### src/design/pidrl_pkg.sv
`default_nettype none
// ============================================================================
// pidrl_pkg
// Shared types, register indices and saturation helpers for the ramp-limited
// PID controller.
// ============================================================================
package pidrl_pkg;

    localparam int CFG_DATA_W  = 31;
    localparam int CFG_INDEX_W = 3;

    typedef enum logic [CFG_INDEX_W-1:0] {
        REG_GAIN_P     = 3'd0,
        REG_GAIN_I     = 3'd1,
        REG_GAIN_D     = 3'd2,
        REG_OUT_LIMIT  = 3'd3,
        REG_RAMP_LIMIT = 3'd4
    } reg_index_t;

    typedef struct packed {
        logic signed [15:0] gain_p;
        logic signed [15:0] gain_i;
        logic signed [15:0] gain_d;
        logic [30:0]        output_limit;
        logic [30:0]        ramp_limit;
    } cfg_t;

    typedef struct packed {
        logic signed [31:0] prop;
        logic signed [31:0] integ_step;
        logic signed [32:0] deriv;
    } terms_t;

    localparam logic signed [35:0] SAT_MAX = 36'sd2147483647;
    localparam logic signed [35:0] SAT_MIN = -36'sd2147483648;

    function automatic logic signed [31:0] sat32(input logic signed [35:0] v);
        logic signed [31:0] r;
        if (v > SAT_MAX)
            r = 32'sh7fffffff;
        else if (v < SAT_MIN)
            r = 32'sh80000000;
        else
            r = v[31:0];
        return r;
    endfunction

    function automatic logic signed [31:0] clamp_mag(input logic signed [31:0] v,
                                                     input logic [30:0] lim);
        logic signed [31:0] pos;
        logic signed [31:0] r;
        pos = {1'b0, lim};
        if (v > pos)
            r = pos;
        else if (v < -pos)
            r = -pos;
        else
            r = v;
        return r;
    endfunction

endpackage
`default_nettype wire

### src/design/pid_controller_ramp_limited.sv
`default_nettype none
// ============================================================================
// pid_controller_ramp_limited
// Discrete PID controller, trapezoidal integral, output limit and ramp limit.
// ============================================================================
// Timing: an accepted error word is registered in the term stage, then in the
//   output register, from which its drive word can be taken.
// Throughput: one word per cycle while the sink does not stall; products in the
//   first stage, integral and clamp recurrence in the second, term register between.
// Reset: clears gains, limits, integral, previous output and previous error.
module pid_controller_ramp_limited
    import pidrl_pkg::*;
(
    input  wire logic                   clk,
    input  wire logic                   rst_n,
    input  wire logic                   write_enable,
    input  wire logic [CFG_INDEX_W-1:0] write_index,
    input  wire logic [CFG_DATA_W-1:0]  write_data,
    input  wire logic signed [15:0]     error_sample,
    input  wire logic                   error_sample_valid,
    output logic                        error_sample_ready,
    output logic signed [31:0]          drive_value,
    output logic                        drive_value_valid,
    input  wire logic                   drive_value_ready
);

    cfg_t   cfg;
    terms_t terms;
    logic   t_valid;
    logic   t_ready;

    pidrl_cfg_regs u_cfg (
        .clk          (clk),
        .rst_n        (rst_n),
        .write_enable (write_enable),
        .write_index  (write_index),
        .write_data   (write_data),
        .cfg          (cfg)
    );

    pidrl_term_stage u_term (
        .clk          (clk),
        .rst_n        (rst_n),
        .cfg          (cfg),
        .error_sample (error_sample),
        .in_valid     (error_sample_valid),
        .in_ready     (error_sample_ready),
        .terms        (terms),
        .t_valid      (t_valid),
        .t_ready      (t_ready)
    );

    pidrl_acc_stage u_acc (
        .clk               (clk),
        .rst_n             (rst_n),
        .cfg               (cfg),
        .terms             (terms),
        .t_valid           (t_valid),
        .t_ready           (t_ready),
        .drive_value       (drive_value),
        .drive_value_valid (drive_value_valid),
        .drive_value_ready (drive_value_ready)
    );

endmodule
`default_nettype wire

### src/design/pidrl_cfg_regs.sv
`default_nettype none
// ============================================================================
// pidrl_cfg_regs
// Configuration register file: gains, output limit and ramp limit.
// ============================================================================
module pidrl_cfg_regs
    import pidrl_pkg::*;
(
    input  wire logic                   clk,
    input  wire logic                   rst_n,
    input  wire logic                   write_enable,
    input  wire logic [CFG_INDEX_W-1:0] write_index,
    input  wire logic [CFG_DATA_W-1:0]  write_data,
    output cfg_t                        cfg
);

    cfg_t cfg_reg;
    cfg_t cfg_next;

    always_comb
    begin
        cfg_next = cfg_reg;
        if (write_enable)
        begin
            unique case (write_index)
                REG_GAIN_P:     cfg_next.gain_p       = write_data[15:0];
                REG_GAIN_I:     cfg_next.gain_i       = write_data[15:0];
                REG_GAIN_D:     cfg_next.gain_d       = write_data[15:0];
                REG_OUT_LIMIT:  cfg_next.output_limit = write_data;
                REG_RAMP_LIMIT: cfg_next.ramp_limit   = write_data;
                default:        cfg_next              = cfg_reg;
            endcase
        end
    end

    always_ff @(posedge clk or negedge rst_n)
    begin
        if (!rst_n)
            cfg_reg <= '0;
        else
            cfg_reg <= cfg_next;
    end

    assign cfg = cfg_reg;

endmodule
`default_nettype wire

### src/design/pidrl_term_stage.sv
`default_nettype none
// ============================================================================
// pidrl_term_stage
// First stage: the three gain products from the incoming error word and the
// previous error, registered.
// ============================================================================
module pidrl_term_stage
    import pidrl_pkg::*;
(
    input  wire logic               clk,
    input  wire logic               rst_n,
    input  wire cfg_t               cfg,
    input  wire logic signed [15:0] error_sample,
    input  wire logic               in_valid,
    output logic                    in_ready,
    output terms_t                  terms,
    output logic                    t_valid,
    input  wire logic               t_ready
);

    logic               t_valid_reg;
    logic               t_valid_next;
    terms_t             terms_reg;
    terms_t             terms_next;
    logic signed [15:0] last_error_reg;
    logic signed [16:0] err_sum;
    logic signed [16:0] err_diff;
    logic signed [32:0] integ_prod;
    logic               accept;

    assign in_ready = !t_valid_reg || t_ready;
    assign accept   = in_valid && in_ready;

    always_comb
    begin
        err_sum          = 17'(error_sample) + 17'(last_error_reg);
        err_diff         = 17'(error_sample) - 17'(last_error_reg);
        integ_prod       = 33'(cfg.gain_i) * 33'(err_sum);
        terms_next.prop  = 32'(cfg.gain_p) * 32'(error_sample);
        // floor of half: arithmetic shift
        terms_next.integ_step = integ_prod[32:1];
        terms_next.deriv = 33'(cfg.gain_d) * 33'(err_diff);
        if (accept)
            t_valid_next = 1'b1;
        else if (t_ready)
            t_valid_next = 1'b0;
        else
            t_valid_next = t_valid_reg;
    end

    always_ff @(posedge clk or negedge rst_n)
    begin
        if (!rst_n)
        begin
            t_valid_reg    <= 1'b0;
            last_error_reg <= '0;
        end
        else
        begin
            t_valid_reg <= t_valid_next;
            if (accept)
                last_error_reg <= error_sample;
        end
    end

    always_ff @(posedge clk)
    begin
        if (accept)
            terms_reg <= terms_next;
    end

    assign terms   = terms_reg;
    assign t_valid = t_valid_reg;

endmodule
`default_nettype wire

### src/design/pidrl_acc_stage.sv
`default_nettype none
// ============================================================================
// pidrl_acc_stage
// Second stage: integral update, output sum, limit and ramp clamps; the
// output register doubles as the previous-output state.
// ============================================================================
module pidrl_acc_stage
    import pidrl_pkg::*;
(
    input  wire logic         clk,
    input  wire logic         rst_n,
    input  wire cfg_t         cfg,
    input  wire terms_t       terms,
    input  wire logic         t_valid,
    output logic              t_ready,
    output logic signed [31:0] drive_value,
    output logic              drive_value_valid,
    input  wire logic         drive_value_ready
);

    logic               out_valid_reg;
    logic               out_valid_next;
    logic signed [31:0] integral_acc_reg;
    logic signed [31:0] integral_acc_next;
    logic signed [31:0] last_output_reg;
    logic signed [31:0] last_output_next;
    logic signed [32:0] integ_sum;
    logic signed [31:0] integ_sat;
    logic signed [35:0] out_sum;
    logic signed [31:0] out_sat;
    logic signed [31:0] out_lim;
    logic signed [32:0] rate;
    logic signed [32:0] ramp33;
    logic signed [32:0] ramp_up;
    logic signed [32:0] ramp_down;
    logic               load;

    assign t_ready = !out_valid_reg || drive_value_ready;
    assign load    = t_valid && t_ready;

    always_comb
    begin
        integ_sum = 33'(integral_acc_reg) + 33'(terms.integ_step);
        integ_sat = sat32(36'(integ_sum));
        if (cfg.output_limit != '0)
            integral_acc_next = clamp_mag(integ_sat, cfg.output_limit);
        else
            integral_acc_next = integ_sat;

        out_sum = 36'(terms.prop) + 36'(integral_acc_next) + 36'(terms.deriv);
        out_sat = sat32(out_sum);
        if (cfg.output_limit != '0)
            out_lim = clamp_mag(out_sat, cfg.output_limit);
        else
            out_lim = out_sat;

        ramp33    = {2'b00, cfg.ramp_limit};
        rate      = 33'(out_lim) - 33'(last_output_reg);
        ramp_up   = 33'(last_output_reg) + ramp33;
        ramp_down = 33'(last_output_reg) - ramp33;
        if (cfg.ramp_limit != '0 && rate > ramp33)
            last_output_next = sat32(36'(ramp_up));
        else if (cfg.ramp_limit != '0 && rate < -ramp33)
            last_output_next = sat32(36'(ramp_down));
        else
            last_output_next = out_lim;

        if (load)
            out_valid_next = 1'b1;
        else if (drive_value_ready)
            out_valid_next = 1'b0;
        else
            out_valid_next = out_valid_reg;
    end

    always_ff @(posedge clk or negedge rst_n)
    begin
        if (!rst_n)
        begin
            out_valid_reg    <= 1'b0;
            integral_acc_reg <= '0;
            last_output_reg  <= '0;
        end
        else
        begin
            out_valid_reg <= out_valid_next;
            if (load)
            begin
                integral_acc_reg <= integral_acc_next;
                last_output_reg  <= last_output_next;
            end
        end
    end

    assign drive_value       = last_output_reg;
    assign drive_value_valid = out_valid_reg;

    a_load_fills_output: assert property (@(posedge clk) disable iff (!rst_n)
        load |=> out_valid_reg)
        else $error("loaded word missing from output register");

    a_integral_in_limit: assert property (@(posedge clk) disable iff (!rst_n)
        load && cfg.output_limit != '0 |=>
            (integral_acc_reg <= $signed({1'b0, $past(cfg.output_limit)})) &&
            (integral_acc_reg >= -$signed({1'b0, $past(cfg.output_limit)})))
        else $error("stored integral outside limit");

    a_ramp_step: assert property (@(posedge clk) disable iff (!rst_n)
        load && cfg.ramp_limit != '0 |=>
            ((33'(last_output_reg) - 33'($past(last_output_reg)))
                <= $signed({2'b00, $past(cfg.ramp_limit)})) &&
            ((33'(last_output_reg) - 33'($past(last_output_reg)))
                >= -$signed({2'b00, $past(cfg.ramp_limit)})))
        else $error("output step exceeds ramp limit");

endmodule
`default_nettype wire

### config.mk
export PLATFORM = sky130hd
export DESIGN_NAME = pid_controller_ramp_limited
export DESIGN_NICKNAME = d
export VERILOG_FILES = /design/src/design/pidrl_pkg.sv /design/src/design/pid_controller_ramp_limited.sv /design/src/design/pidrl_cfg_regs.sv /design/src/design/pidrl_term_stage.sv /design/src/design/pidrl_acc_stage.sv
export SDC_FILE = /design/constraint.sdc
export NUM_CORES = 2
export LEC_CHECK = 0
export ABC_AREA = 0
export BUFFER_PORTS_ARGS = -buffer_cell sky130_fd_sc_hd__buf_2
export CORE_MARGIN = 4
export CORE_UTILIZATION = 30
export DETAILED_ROUTE_END_ITERATION = 7
export GPL_TIMING_DRIVEN = 0
export PLACE_DENSITY = 0.51
export SLEW_MARGIN = 20
export SYNTH_ARGS = -nofsm -noshare
export SYNTH_HDL_FRONTEND = slang
export SYNTH_HIERARCHICAL = 1
export SYNTH_SLANG_ARGS = --single-unit
### constraint.sdc
create_clock -name clk -period 37.6 [get_ports clk]
set_input_delay 3.76 -clock clk [delete_from_list [all_inputs] [get_ports clk]]
set_output_delay 3.76 -clock clk [all_outputs]
set_load 0.02 [all_outputs]
==> run metrics <==
outcome=complete, no violations; die width=451.4 µm; Routed WL per cell=roughly 22 µm; measured slew at the worst slew-check pin=1281 ps; Post-synth EDFFs=97; Post-Route WL=roughly 210 mm; drt first pass iters=6; pins over their slew limit=0; Warnings, synthesis=6; main flop type after synthesis=dfrtp_1; Yosys reg bits=roughly 290; clock latency at the later pin of the worst-skew pair=~630 ps; Die Ht=approximately 450 µm; unrepaired setup endpoints after global routing=no; Congestion Overflow GR=0; synthesis-to-finish area growth=9.260%; hold_sp=u_term/t_valid; Worst R2R Path Depth=69; post-synthesis cell count=between 6k and 7k; crit path max-delay cell type=o22ai_1; launch point of the worst path=u_acc/integral_acc_reg[3]; I/O Buffers=88; synth top area cells=fa_1, ha_1, dfrtp_1; Critical Path AT=25,250 ps; Mapped Avg Cell Area=8.992 µm²; worst relative slew slack=0.1389; Max-Cap Viols=0; Reg2Reg Launch Point=u_acc/integral_acc_reg[3]; Placeable Area=195,200 µm²; Placement Cell Area=~63,000 µm²; worst path required time=between 30,000 and 40,000 ps; number of global-route vias before repair=just under 50k; Final period util=0.6596; Initial Util=0.3022; largest net degree at the start of global routing=between 70 and 80; f_max=about 40 MHz; Num CTS Buffers=42; post-synthesis sequential area ratio=0.1308; Yosys top cell area share=0.2898; worst flop-to-flop path endpoint=u_acc/drive_value[27]; initial antenna violation count=14; Synth area leader=fa_1; Iteration-0 DRC Markers=roughly 3.6k; CTS tree=built; Hold Violations, Final=0; Worst Setup EP=u_acc/drive_value[27]; Post-Syn Nets=between 8k and 9k; Final Setup Violations=0; post-CTS sizing=0; CTS root buffer=clkbuf_16; Worst Path Max Fanout=10; share of cells above drive strength 1=0.06071; CTS H-Tree Depth=2; Final GP Congestion=0.9659; min-delay worst type=reg -> reg; Via density=a little over 5; post-CTS setup buffers=0; count of different cell masters after synthesis=around 110; Clock Skews=about 25 ps; FP Rows=approximately 160; total number of vias=about 48k; Boundary Pins=just under 90; crit start category=flip-flop; Crit path largest cell delay=between 1000 and 1500 ps; Clock transition at path regs=roughly 70 ps; post-synthesis cell area=between 50,000 and 60,000 µm²; nets=between 8k and 9k; ANT nets after route=0; CTS max path bufs=3; TNS Setup=0 ps; Synth async-reset ratio=0.6644; first-pass GRT wire length=316.8 mm; CP Capture Type=flip-flop; Total GRT Usage=0.2045; crit path kind=reg -> reg; post-layout instance area=64,450 µm²; commonest non-fill, non-tap cells in the layout=inv_1, fa_1, ha_1, nand2_1, nor2_1; DRC Markers=0; CTS sink cnt=between 200 and 300; most common cell after layout, fill and taps aside=inv_1; hold-fix buffers at CTS=0; crit path time final=~25,000 ps; total die area=a little over 200,000 µm²; max reg flops=110; Final HPWL DP=roughly 180 mm; Worst R2R Setup Slack=approximately 13,000 ps
## per-stage QoR
stage	hold slack, ps	util	instances	setup slack (ps)
floorplan	453.8	-	6560	21050
global placement	483.3	0.3213	9272	12930
detailed placement	491.9	0.3225	9283	13560
CTS	494.8	0.3300	9361	13430
global route	526.1	0.3301	9368	11330
finish	498.4	0.3302	9373	12800
## cell usage after synthesis, types with 22 or more instances
library cell	count
a211oi_1	50
a21o_1	134
a21oi_1	322
a221oi_1	26
a22oi_1	29
a31oi_1	35
and2_1	324
and3_1	36
buf_2	22
clkbuf_1	188
dfrtp_1	192
edfxtp_1	97
fa_1	854
ha_1	621
inv_1	1131
mux2_2	138
nand2_1	594
nand2b_1	89
nand3_1	88
nand4_1	42
nor2_1	333
nor2b_1	87
nor3_1	70
nor4_1	33
o211ai_1	38
o21a_1	60
o21ai_0	193
o21bai_1	41
o22ai_1	22
o31ai_1	27
or3_1	31
xnor2_1	242
xor2_1	68
## kinds of logic (layout without fill, tap and decap cells)
logic type | Yosys count | after routing | share of synthesized area
AOI/OAI and AO/OA | 1170 | 1170 | 0.1328
other | 0 | 12 | 0
xor gates and xnor gates | 312 | 312 | 0.04668
buffers and inverters | 1357 | 1534 | 0.08785
and+or+nand+nor | 1808 | 1808 | 0.1520
adders and majority gates | 1480 | 1480 | 0.4224
DFF | 289 | 289 | 0.1308
muxes | 144 | 144 | 0.02740
## critical path: cells and delay by family, from the launching register on
| kind | cells | cell delay (ps) |
|---|---|---|
| adder cells (fa/ha/maj) | 7 | 2540 |
| flip-flops | 1 | 390 |
| multiplexers | 1 | 190 |
| AND/OR/NAND/NOR | 12 | 2950 |
| buffers and inverters | 9 | 3560 |
| AO/OA/AOI/OAI | 37 | 14190 |
| XOR/XNOR | 3 | 750 |
## cell type report
type                    instances  area [µm²]
fillers                     20520      130700
clock inverters                32       357.8
inverters                    1133        4253
multi-input cells            4914       46150
repair buffers                 99       630.6
clock buffers                  46        1097
plain buffers                 224       933.4
diodes                         12       30.03
well taps                    2624        3283
flip-flops and latches        289        7717
## worst min-delay path by stage
| stage | cells after the start | end |
|---|---|---|
| finish | 1 | u_acc/drive_value_valid |
| CTS | 1 | u_acc/drive_value_valid |
| global route | 1 | u_cfg/cfg[85] |
| global placement | 1 | u_acc/drive_value_valid |
| detailed placement | 1 | u_acc/drive_value_valid |
| floorplan | 2 | u_acc/integral_acc_reg[2] |
## routing by layer
| layer | track usage | vias to the layer above | routed length (µm) |
|---|---|---|---|
| met1 | 0.2755 | 24070 | 92330 |
| met3 | 0.02683 | 304 | 11540 |
| met4 | 0.07314 | 6 | 8662 |
| li1 | - | 21870 | - |
| met2 | 0.3367 | 1385 | 97030 |
| met5 | 0 | - | 45 |
Power is left out: the tool's default activity adds up to more than one toggle a clock period on the data nets, which glitch-free logic cannot reach.
